[src/design/u8u7_pkg.sv]
// ---------------------------------------------------------------------------
// u8u7_pkg
// Shared types, constants and helper functions for the URL path to
// modified UTF-7 converter.
// ---------------------------------------------------------------------------
package u8u7_pkg;

  localparam int QueueDepthDef = 4;

  // ascii codes used by the converter
  localparam logic [7:0] ChPercent = 8'h25;
  localparam logic [7:0] ChAmp     = 8'h26;
  localparam logic [7:0] ChDash    = 8'h2D;

  typedef struct packed {
    logic [7:0] in_byte;
    logic       in_last;
  } in_item_t;

  typedef struct packed {
    logic [7:0] out_byte;
    logic       out_last;
    logic       out_error;
  } out_item_t;

  // classified entry handed from front to back
  typedef struct packed {
    logic       err;
    logic [7:0] ch;
    logic       last;
  } entry_t;

  typedef enum logic [3:0] {
    B_IDLE,
    B_PRE_PAD,
    B_PRE_DASH,
    B_CHAR,
    B_AMP_DASH,
    B_OPEN,
    B_LOAD,
    B_DIGIT,
    B_END_PAD,
    B_END_DASH,
    B_FLUSH,
    B_ERR
  } back_state_t;

  // modified base64 alphabet
  function automatic logic [7:0] mb64_digit(input logic [5:0] v);
    logic [7:0] r;
    if (v < 6'd26) begin
      r = 8'h41 + {2'b00, v};
    end else if (v < 6'd52) begin
      r = 8'h61 + {2'b00, v} - 8'd26;
    end else if (v < 6'd62) begin
      r = 8'h30 + {2'b00, v} - 8'd52;
    end else if (v == 6'd62) begin
      r = 8'h2B;
    end else begin
      r = 8'h2C;
    end
    return r;
  endfunction

  // hex digit value, bit 4 set when the byte is no hex digit
  function automatic logic [4:0] hex_val(input logic [7:0] c);
    logic [4:0] r;
    if (c >= 8'h30 && c <= 8'h39) begin
      r = {1'b0, 4'(c - 8'h30)};
    end else if (c >= 8'h41 && c <= 8'h46) begin
      r = {1'b0, 4'(c - 8'h37)};
    end else if (c >= 8'h61 && c <= 8'h66) begin
      r = {1'b0, 4'(c - 8'h57)};
    end else begin
      r = 5'h10;
    end
    return r;
  endfunction

endpackage

[src/design/url_utf8_to_modified_utf7.sv]
// ---------------------------------------------------------------------------
// url_utf8_to_modified_utf7
// Percent-encoded UTF-8 URL path to modified UTF-7 mailbox name converter.
// ---------------------------------------------------------------------------
// channel  | dir | payload    | handshake
// in       | in  | in_item_t  | in_valid / in_ready
// out      | out | out_item_t | out_valid / out_ready
//
// The front takes input bytes while the queue has room; the back sequencer
// emits the output bytes of each entry in order and may stall on out_ready.
// After a cut-short percent escape the front pushes the held byte before
// it takes the next input byte.
// Reset is synchronous and clears all conversion state; the queue lets the
// front keep taking bytes while the output side is stalled.
module url_utf8_to_modified_utf7 #(
  parameter int QueueDepth = u8u7_pkg::QueueDepthDef
) (
  input  logic                clk,
  input  logic                rst,
  input  logic                in_valid,
  output logic                in_ready,
  input  u8u7_pkg::in_item_t  in_data,
  output logic                out_valid,
  input  logic                out_ready,
  output u8u7_pkg::out_item_t out_data
);
  import u8u7_pkg::*;

  logic   push, q_full, pop, q_empty;
  entry_t push_data, head;

  u8u7_front u_front (
    .clk, .rst, .in_valid, .in_ready, .in_data,
    .push, .push_data, .q_full
  );

  u8u7_queue #(.Depth(QueueDepth)) u_queue (
    .clk, .rst, .push, .push_data, .full(q_full),
    .pop, .empty(q_empty), .head
  );

  u8u7_back u_back (
    .clk, .rst, .q_empty, .head, .pop,
    .out_valid, .out_ready, .out_data
  );

endmodule

[src/design/u8u7_front.sv]
// ---------------------------------------------------------------------------
// u8u7_front
// Accepts path bytes, resolves percent escapes and discarding, and pushes
// classified entries into the queue.
// ---------------------------------------------------------------------------
module u8u7_front (
  input  logic              clk,
  input  logic              rst,
  input  logic              in_valid,
  output logic              in_ready,
  input  u8u7_pkg::in_item_t in_data,
  output logic              push,
  output u8u7_pkg::entry_t  push_data,
  input  logic              q_full
);
  import u8u7_pkg::*;

  logic [1:0] percent_count;
  logic [7:0] percent_first_digit;
  logic       discarding;
  logic       pend;
  logic [7:0] pend_ch;
  logic       take;
  logic [4:0] hi, lo;

  assign in_ready = !q_full && !pend;
  assign take     = in_valid && in_ready;
  assign hi       = hex_val(percent_first_digit);
  assign lo       = hex_val(in_data.in_byte);

  // classify the accepted byte
  always_comb begin
    push      = 1'b0;
    push_data = '{err: 1'b0, ch: in_data.in_byte, last: in_data.in_last};
    if (pend) begin
      push      = !q_full;
      push_data = '{err: 1'b0, ch: pend_ch, last: 1'b1};
    end else if (take && !discarding) begin
      unique case (percent_count)
        2'd0: push = !(in_data.in_byte == ChPercent && !in_data.in_last);
        2'd1: begin
          push      = in_data.in_last;
          push_data = '{err: 1'b0, ch: ChPercent, last: 1'b0};
        end
        default: begin
          push = 1'b1;
          if (hi[4] || lo[4]) begin
            push_data = '{err: 1'b1, ch: 8'h00, last: 1'b1};
          end else begin
            push_data = '{err: 1'b0, ch: {hi[3:0], lo[3:0]}, last: in_data.in_last};
          end
        end
      endcase
    end
  end

  // percent and discard state
  always_ff @(posedge clk) begin
    if (rst) begin
      percent_count       <= 2'd0;
      percent_first_digit <= 8'h00;
      discarding          <= 1'b0;
      pend                <= 1'b0;
    end else if (pend) begin
      if (!q_full) pend <= 1'b0;
    end else if (take) begin
      if (discarding) begin
        if (in_data.in_last) discarding <= 1'b0;
      end else begin
        unique case (percent_count)
          2'd0: if (in_data.in_byte == ChPercent && !in_data.in_last) percent_count <= 2'd1;
          2'd1: begin
            if (in_data.in_last) begin
              percent_count <= 2'd0;
              pend          <= 1'b1;
            end else begin
              percent_first_digit <= in_data.in_byte;
              percent_count       <= 2'd2;
            end
          end
          default: begin
            percent_count       <= 2'd0;
            percent_first_digit <= 8'h00;
            if ((hi[4] || lo[4]) && !in_data.in_last) discarding <= 1'b1;
          end
        endcase
      end
    end
  end

  // held byte after a cut-short escape
  always_ff @(posedge clk) begin
    if (take && !pend) pend_ch <= in_data.in_byte;
  end

endmodule

[src/design/u8u7_queue.sv]
// ---------------------------------------------------------------------------
// u8u7_queue
// Small entry queue between front and back.
// ---------------------------------------------------------------------------
module u8u7_queue #(
  parameter int Depth = u8u7_pkg::QueueDepthDef
) (
  input  logic             clk,
  input  logic             rst,
  input  logic             push,
  input  u8u7_pkg::entry_t push_data,
  output logic             full,
  input  logic             pop,
  output logic             empty,
  output u8u7_pkg::entry_t head
);
  import u8u7_pkg::*;

  localparam int AW = (Depth > 1) ? $clog2(Depth) : 1;
  localparam int CW = $clog2(Depth + 1);

  entry_t        mem [Depth];
  logic [AW-1:0] wptr, rptr;
  logic [CW-1:0] count;

  assign full  = (count == CW'(Depth));
  assign empty = (count == '0);
  assign head  = mem[rptr];

  // storage
  always_ff @(posedge clk) begin
    if (push) mem[wptr] <= push_data;
  end

  // pointers and fill count
  always_ff @(posedge clk) begin
    if (rst) begin
      wptr  <= '0;
      rptr  <= '0;
      count <= '0;
    end else begin
      if (push) wptr <= (wptr == AW'(Depth - 1)) ? '0 : wptr + 1'b1;
      if (pop)  rptr <= (rptr == AW'(Depth - 1)) ? '0 : rptr + 1'b1;
      if (push && !pop) count <= count + 1'b1;
      else if (pop && !push) count <= count - 1'b1;
    end
  end

`ifndef SYNTHESIS
  a_no_overflow: assert property (@(posedge clk) disable iff (rst) full |-> !push || pop)
    else $error("queue push while full");
  a_no_underflow: assert property (@(posedge clk) disable iff (rst) empty |-> !pop)
    else $error("queue pop while empty");
  a_count_range: assert property (@(posedge clk) disable iff (rst) count <= CW'(Depth))
    else $error("queue count out of range");
`endif

endmodule

[src/design/u8u7_back.sv]
// ---------------------------------------------------------------------------
// u8u7_back
// Executes queued entries: UTF-8 assembly, UTF-16 split and modified
// base64 packing, one queued entry at a time.
// ---------------------------------------------------------------------------
module u8u7_back (
  input  logic               clk,
  input  logic               rst,
  input  logic               q_empty,
  input  u8u7_pkg::entry_t   head,
  output logic               pop,
  output logic               out_valid,
  input  logic               out_ready,
  output u8u7_pkg::out_item_t out_data
);
  import u8u7_pkg::*;

  back_state_t state, state_next;

  // conversion state
  logic        base64_mode;
  logic [19:0] bit_buffer;
  logic [4:0]  bits_pending;
  logic [20:0] code_point;
  logic [2:0]  seq_length, seq_position;
  // current entry
  logic [7:0]  ch;
  logic        last;
  logic        have_cp, two_units, unit_sel;
  logic [15:0] unit1, unit2;
  // one-byte hold so the final byte of an entry can be marked
  logic        hold_valid;
  logic [7:0]  hold_byte;

  logic        printable, out_free, emit_v, stall, advance;
  logic [7:0]  emit_b;
  logic [4:0]  dig_sh;
  logic [5:0]  pad_idx;
  // decode of the head entry
  logic [20:0] cp_n, cp_x;
  logic [2:0]  len_n, pos_n;
  logic        have_n, ovl;

  assign printable = head.ch >= 8'h20 && head.ch <= 8'h7E;
  assign out_free  = !out_valid || out_ready;
  assign dig_sh    = bits_pending - 5'd6;
  assign pad_idx   = 6'(bit_buffer[5:0] << (3'd6 - bits_pending[2:0]));
  assign pop       = (state == B_IDLE) && !q_empty;
  assign cp_x      = cp_n - 21'h010000;

  // utf-8 assembly of a non-printable byte
  always_comb begin
    cp_n   = code_point;
    len_n  = seq_length;
    pos_n  = seq_position;
    have_n = 1'b0;
    ovl    = 1'b0;
    if (head.ch < 8'h80) begin
      cp_n   = {13'd0, head.ch};
      len_n  = 3'd0;
      have_n = 1'b1;
    end else if (seq_length != 3'd0) begin
      cp_n  = {code_point[14:0], head.ch[5:0]};
      pos_n = seq_position + 3'd1;
      if (pos_n >= seq_length) begin
        ovl = (cp_n < 21'h80 && seq_length > 3'd1) ||
              (cp_n < 21'h800 && seq_length > 3'd2) ||
              (cp_n < 21'h10000 && seq_length > 3'd3);
        len_n  = 3'd0;
        have_n = !ovl;
      end
    end else begin
      pos_n = 3'd1;
      if (head.ch < 8'hE0) begin
        len_n = 3'd2;
        cp_n  = {16'd0, head.ch[4:0]};
      end else if (head.ch < 8'hF0) begin
        len_n = 3'd3;
        cp_n  = {17'd0, head.ch[3:0]};
      end else begin
        len_n = 3'd4;
        cp_n  = {19'd0, head.ch[1:0]};
      end
    end
  end

  // byte produced in the current state
  always_comb begin
    emit_v = 1'b0;
    emit_b = ChDash;
    unique case (state)
      B_PRE_PAD, B_END_PAD: begin
        emit_v = bits_pending != 5'd0;
        emit_b = mb64_digit(pad_idx);
      end
      B_PRE_DASH, B_END_DASH, B_AMP_DASH: emit_v = 1'b1;
      B_CHAR: begin
        emit_v = 1'b1;
        emit_b = ch;
      end
      B_OPEN: begin
        emit_v = 1'b1;
        emit_b = ChAmp;
      end
      B_DIGIT: begin
        emit_v = bits_pending >= 5'd6;
        emit_b = mb64_digit(6'(bit_buffer >> dig_sh));
      end
      default: emit_v = 1'b0;
    endcase
  end

  always_comb begin
    stall = emit_v && hold_valid && !out_free;
    if (state == B_FLUSH) stall = hold_valid && !out_free;
    if (state == B_ERR) stall = !out_free;
    advance = !stall;
  end

  // next state
  always_comb begin
    state_next = state;
    if (advance) begin
      unique case (state)
        B_IDLE: begin
          if (!q_empty) begin
            if (head.err) state_next = B_ERR;
            else if (printable) state_next = base64_mode ? B_PRE_PAD : B_CHAR;
            else if (!base64_mode) state_next = B_OPEN;
            else state_next = have_n ? B_LOAD : B_END_PAD;
          end
        end
        B_PRE_PAD:  state_next = B_PRE_DASH;
        B_PRE_DASH: state_next = B_CHAR;
        B_CHAR:     state_next = (ch == ChAmp) ? B_AMP_DASH : B_FLUSH;
        B_AMP_DASH: state_next = B_FLUSH;
        B_OPEN:     state_next = have_cp ? B_LOAD : B_END_PAD;
        B_LOAD:     state_next = B_DIGIT;
        B_DIGIT: begin
          if (bits_pending < 5'd6) state_next = (two_units && !unit_sel) ? B_LOAD : B_END_PAD;
        end
        B_END_PAD:  state_next = (last && base64_mode) ? B_END_DASH : B_FLUSH;
        B_END_DASH: state_next = B_FLUSH;
        default:    state_next = B_IDLE;
      endcase
    end
  end

  always_ff @(posedge clk) begin
    if (rst) state <= B_IDLE;
    else state <= state_next;
  end

  // conversion state and output staging
  always_ff @(posedge clk) begin
    if (rst) begin
      base64_mode  <= 1'b0;
      bit_buffer   <= '0;
      bits_pending <= '0;
      code_point   <= '0;
      seq_length   <= '0;
      seq_position <= '0;
      hold_valid   <= 1'b0;
      out_valid    <= 1'b0;
    end else begin
      if (out_ready) out_valid <= 1'b0;
      if (advance && emit_v && !(state == B_END_PAD && !(last && base64_mode))) begin
        if (hold_valid) begin
          out_valid <= 1'b1;
          out_data  <= '{out_byte: hold_byte, out_last: 1'b0, out_error: 1'b0};
        end
        hold_valid <= 1'b1;
        hold_byte  <= emit_b;
      end
      if (advance) begin
        unique case (state)
          B_IDLE: begin
            if (!q_empty && !head.err && !printable) begin
              code_point   <= cp_n;
              seq_length   <= len_n;
              seq_position <= pos_n;
            end
          end
          B_PRE_DASH, B_END_DASH: begin
            base64_mode  <= 1'b0;
            bits_pending <= '0;
            bit_buffer   <= '0;
          end
          B_OPEN: base64_mode <= 1'b1;
          B_LOAD: begin
            bit_buffer   <= {bit_buffer[3:0], unit_sel ? unit2 : unit1};
            bits_pending <= bits_pending + 5'd16;
          end
          B_DIGIT: if (bits_pending >= 5'd6) bits_pending <= dig_sh;
          B_FLUSH: begin
            if (hold_valid) begin
              out_valid  <= 1'b1;
              out_data   <= '{out_byte: hold_byte, out_last: last, out_error: 1'b0};
              hold_valid <= 1'b0;
            end
            if (last) begin
              base64_mode  <= 1'b0;
              bit_buffer   <= '0;
              bits_pending <= '0;
              code_point   <= '0;
              seq_length   <= '0;
              seq_position <= '0;
            end
          end
          B_ERR: begin
            out_valid    <= 1'b1;
            out_data     <= '{out_byte: 8'h00, out_last: 1'b1, out_error: 1'b1};
            base64_mode  <= 1'b0;
            bit_buffer   <= '0;
            bits_pending <= '0;
            code_point   <= '0;
            seq_length   <= '0;
            seq_position <= '0;
          end
          default: ;
        endcase
      end
    end
  end

  // per-entry registers
  always_ff @(posedge clk) begin
    if (pop) begin
      ch        <= head.ch;
      last      <= head.last;
      have_cp   <= have_n;
      two_units <= cp_n >= 21'h010000;
      unit_sel  <= 1'b0;
      unit1     <= (cp_n >= 21'h010000) ? 16'hD800 + {5'd0, cp_x[20:10]} : cp_n[15:0];
      unit2     <= 16'hDC00 + {6'd0, cp_x[9:0]};
    end else if (state == B_DIGIT && bits_pending < 5'd6) begin
      unit_sel <= 1'b1;
    end
  end

`ifndef SYNTHESIS
  a_err_is_last: assert property (@(posedge clk) disable iff (rst)
    out_valid && out_data.out_error |-> out_data.out_last)
    else $error("error item without last mark");
  a_idle_no_hold: assert property (@(posedge clk) disable iff (rst)
    state == B_IDLE |-> !hold_valid)
    else $error("held byte left over at entry end");
  a_idle_bits: assert property (@(posedge clk) disable iff (rst)
    state == B_IDLE |-> bits_pending < 5'd6)
    else $error("base64 bits not drained");
`endif

endmodule

[config.mk]
export PLATFORM = sky130hd
export DESIGN_NAME = url_utf8_to_modified_utf7
export DESIGN_NICKNAME = d
export VERILOG_FILES = /design/src/design/u8u7_pkg.sv /design/src/design/url_utf8_to_modified_utf7.sv /design/src/design/u8u7_front.sv /design/src/design/u8u7_queue.sv /design/src/design/u8u7_back.sv
export SDC_FILE = /design/constraint.sdc
export NUM_CORES = 1
export LEC_CHECK = 0
export BUFFER_PORTS_ARGS = -buffer_cell sky130_fd_sc_hd__clkbuf_2
export CAP_MARGIN = 0
export CORE_UTILIZATION = 30
export DETAILED_ROUTE_END_ITERATION = 8
export PLACE_DENSITY = 0.41
export SLEW_MARGIN = 5
export SYNTH_ARGS = -nofsm -noshare
export SYNTH_HDL_FRONTEND = slang
export SYNTH_HIERARCHICAL = 1
export SYNTH_SLANG_ARGS = --single-unit
[constraint.sdc]
create_clock -name clk -period 4.8 [get_ports clk]
set_input_delay 0.72 -clock clk [delete_from_list [all_inputs] [get_ports clk]]
set_output_delay 0.72 -clock clk [all_outputs]
set_load 0.01 [all_outputs]
==> impl_results.md <==
* Site Rows at 65
* Clock sinks at 175
* Part of the cycle the worst path needs at 86.9%
* Die height at 183 microns
* Largest net degree at the start of global routing at 73
* WHS Path Cells at 2
* CTS tree: done
* Worst r2r path cells at 11
* Async set or reset register ratio after synthesis at 0%
* # hold bufs at CTS at 0
* Post-DP HPWL at 19200 microns
* Worst Clk Skew at 0.0135 ns
* P_leak at 3.93 nW
* Crit path cell chain: ha_1, xnor2_1, buf_4, mux4_2, a32oi_1, inv_2, ha_1, a221oi_2, nand2_1, and2_1, o311ai_1
* Crit path kind: flop to flop
* Seq/Total Area, Yosys at 45.9%
* Max stage delay cell, worst path: dfxtp_1
* Relative slew slack at 25.5%
* Initial antenna violation count at 0
* I/O pins at 25
* GRT Util Overall at 16.6%
* Outcome: finished, final reports clean
* Total gr overflow at 0
* Hold Crit Class: flop to flop
* Post-synthesis cell count at 1003
* Die X at 183 microns
* Pwr per Cell Area at 517 mW/mm^2
* Final Hold Vio Count at 0
* Starting density of the core at 30.8%
* Wire per inst at 18.6 microns
* Post-synth EDFFs at 101
* Synthesis-to-layout area growth at 11.8%
* Critical path depth at 11
* WL final at 27000 microns
* Mapped Nets at 1046
* DRC violations left at 0
* Most frequent cell after synthesis: nand2_1
* Post-Syn Area at 0.00983 sq mm
* DR vias/cell at 5.24
* Clock transition at path regs at 0.08 ns
* Vias at 7611
* Cell mode on critical path: ha_1
* Most frequent cells after synthesis: nand2_1, edfxtp_1, a21oi_1, nor2_1, dfxtp_1
* Crit path DAT at 4.43 ns
* Layout cells sized above 1 at 13.2%
* Critical Path RT at 5.06 ns
* # diodes at 0
* ANT nets after route at 0
* Drt first pass iters at 6
* Overall power at 5.68 mW
* Worst VDD drop at 0.000276 V
* Top FF cell, synth: edfxtp_1
* Slowest cell delay on critical path at 0.64 ns
* Critical R2R Launch: u_back/bits_pending[2]$_SDFFE_PP0P_
* Fin crit period at 4.17 ns
* Max FO, Critical Path at 16
* Setup crit start: u_back/bits_pending[2]$_SDFFE_PP0P_
* Post-CTS setup buffer count at 0
* Flops & latches, synth at 175
* Top-area cell type share of the netlist area at 30.9%
* PortBufs at 24
* Crit path capture type: flop
* Fill count at 3325
* Top Family by Delay on Critical Path: compound AO/OA/AOI/OAI gates
* Netlist cell types at 93
* Clock Latency Late Sink at 0.44 ns
* Number of DRC violations after detailed-routing iteration 0 at 484
* Finish-stage setup viols at 0
* Max cap viols at 0
* Worst-margin pin slew at 1.11 ns
* CTS-repair resized insts at 0
* CTS Buf Count at 17
* CTS max path bufs at 2
* Yosys Warn Count at 6
* Leading area contributor after synthesis: edfxtp_1
* Final Slew Violations at 0
* Achievable frequency at 240 MHz
* Root Driver: clkbuf_16
* Die area at 0.0335 sq mm
* RSZ-0062 raised after global routing: false
* Avg Cell Area, Syn at 9.80 sq um
* Setup TNS at 0 ns
* Worst path bufs/invs at 2
* Gpl congestion at 0.803
* Min-delay src: u_back/code_point[14]$_SDFFE_PP0P_
* H-tree depth at 4
* Worst Setup Start Kind: flop
* Most area-consuming cells after synthesis: edfxtp_1, dfxtp_1, a21oi_1, nand2_1, ha_1
* Core ar. at 0.0319 sq mm
* Global-route wire length before repair at 42700 microns
* Nets at 1047
* Vias in the first global route at 7388
placed cells by master (no fill, tap or decap), types with 7 or more instances in the layout:
cell type	synthesis	final
inv_1	45	45
and2_1	7	7
a21oi_1	87	87
mux2i_1	30	30
mux4_2	15	15
xnor2_1	9	9
o21ai_0	39	39
ha_1	29	29
mux2_2	16	16
nand2_1	105	105
buf_4	1	18
nand3_1	48	48
a31oi_1	9	9
nor2_1	80	79
dfxtp_1	74	74
edfxtp_1	101	101
o22ai_1	7	7
nand2b_1	9	9
nor2b_1	8	8
and3_1	13	13
a22oi_1	13	13
clkbuf_16	0	17
o211ai_1	11	11
nor3b_1	11	11
clkbuf_2	1	24
or3_1	9	9
a211oi_1	10	10
nor3_1	34	33
metrics by stage:
step	utilization (%)	area [sq um]	cells	hold WS, ns	setup WS [ns]
CTS	34.5	11000	1452	0.479	0.676
detailed placement	32.5	10400	1420	0.468	0.690
floorplan	-	9830	1003	0.445	1.17
finish	34.5	11000	1452	0.474	0.630
global route	34.5	11000	1452	0.500	0.305
global placement	32.5	10400	1420	0.463	0.812
worst paths after layout:
| check | endpoint | slack, ns |
|---|---|---|
| min reg2reg | u_back/code_point[14]$_SDFFE_PP0P_ | 0.47 |
| max | u_back/hold_byte[2]$_DFFE_PP_ | 0.63 |
| max reg2reg | u_back/hold_byte[2]$_DFFE_PP_ | 0.63 |
| min | u_back/code_point[14]$_SDFFE_PP0P_ | 0.47 |
worst reg2reg max path, stage by stage, from the launching register on:
cell	delay (ns)
dfxtp_1	0.64
ha_1	0.41
xnor2_1	0.15
buf_4	0.24
mux4_2	0.60
a32oi_1	0.30
inv_2	0.11
ha_1	0.31
a221oi_2	0.63
nand2_1	0.18
and2_1	0.20
o311ai_1	0.21
routing by layer:
layer / share of wire [%] / global-route usage, %
met5: 0 / 0
met4: 1.3 / 4.90
met3: 3.7 / 2.28
met2: 50 / 28.6
met1: 45 / 21.4
sequential cells by signal, indices dropped and copies added (netlist names), 4 cells and up, named ones only:
signal	count
u_back/code_point	15
u_back/unit2	8
u_back/ch	8
u_back/hold_byte	8
u_back/state	4
u_back/unit1	16
u_back/bits_pending	4
u_queue/mem	40
u_back/out_data	10
u_front/pend_ch	8
u_front/percent_first_digit	8
u_back/bit_buffer	20
final cells by class:
type	instances	area, sq um	share of cell area (%)
multi-input combinational	720	4880	44.4
sequential	175	4510	41.1
tap	435	544	4.95
clock buffer	17	425	3.87
timing repair buffer	42	255	2.32
clock inverter	15	189	1.72
inverter	48	180	1.64
logic make-up (layout without fill, tap and decap cells):
kind of cell	count (synthesis)	after routing	share of synthesized area, %
XOR/XNOR	15	15	1.34
AND/OR/NAND/NOR	363	363	18.2
AO/OA/AOI/OAI	243	243	16.2
flip-flops	175	175	45.9
buffers and inverters	108	122	4.62
adder cells (fa/ha/maj)	30	30	3.89
multiplexers	69	69	9.85
where the power goes:
group          switching (mW)  internal, mW  total (mW)
clock                   0.702         0.753        1.46
combinational            1.19         0.696        1.89
sequential              0.331          2.01        2.34
total                    2.22          3.46        5.68
(Power assumes the default switching activity.)
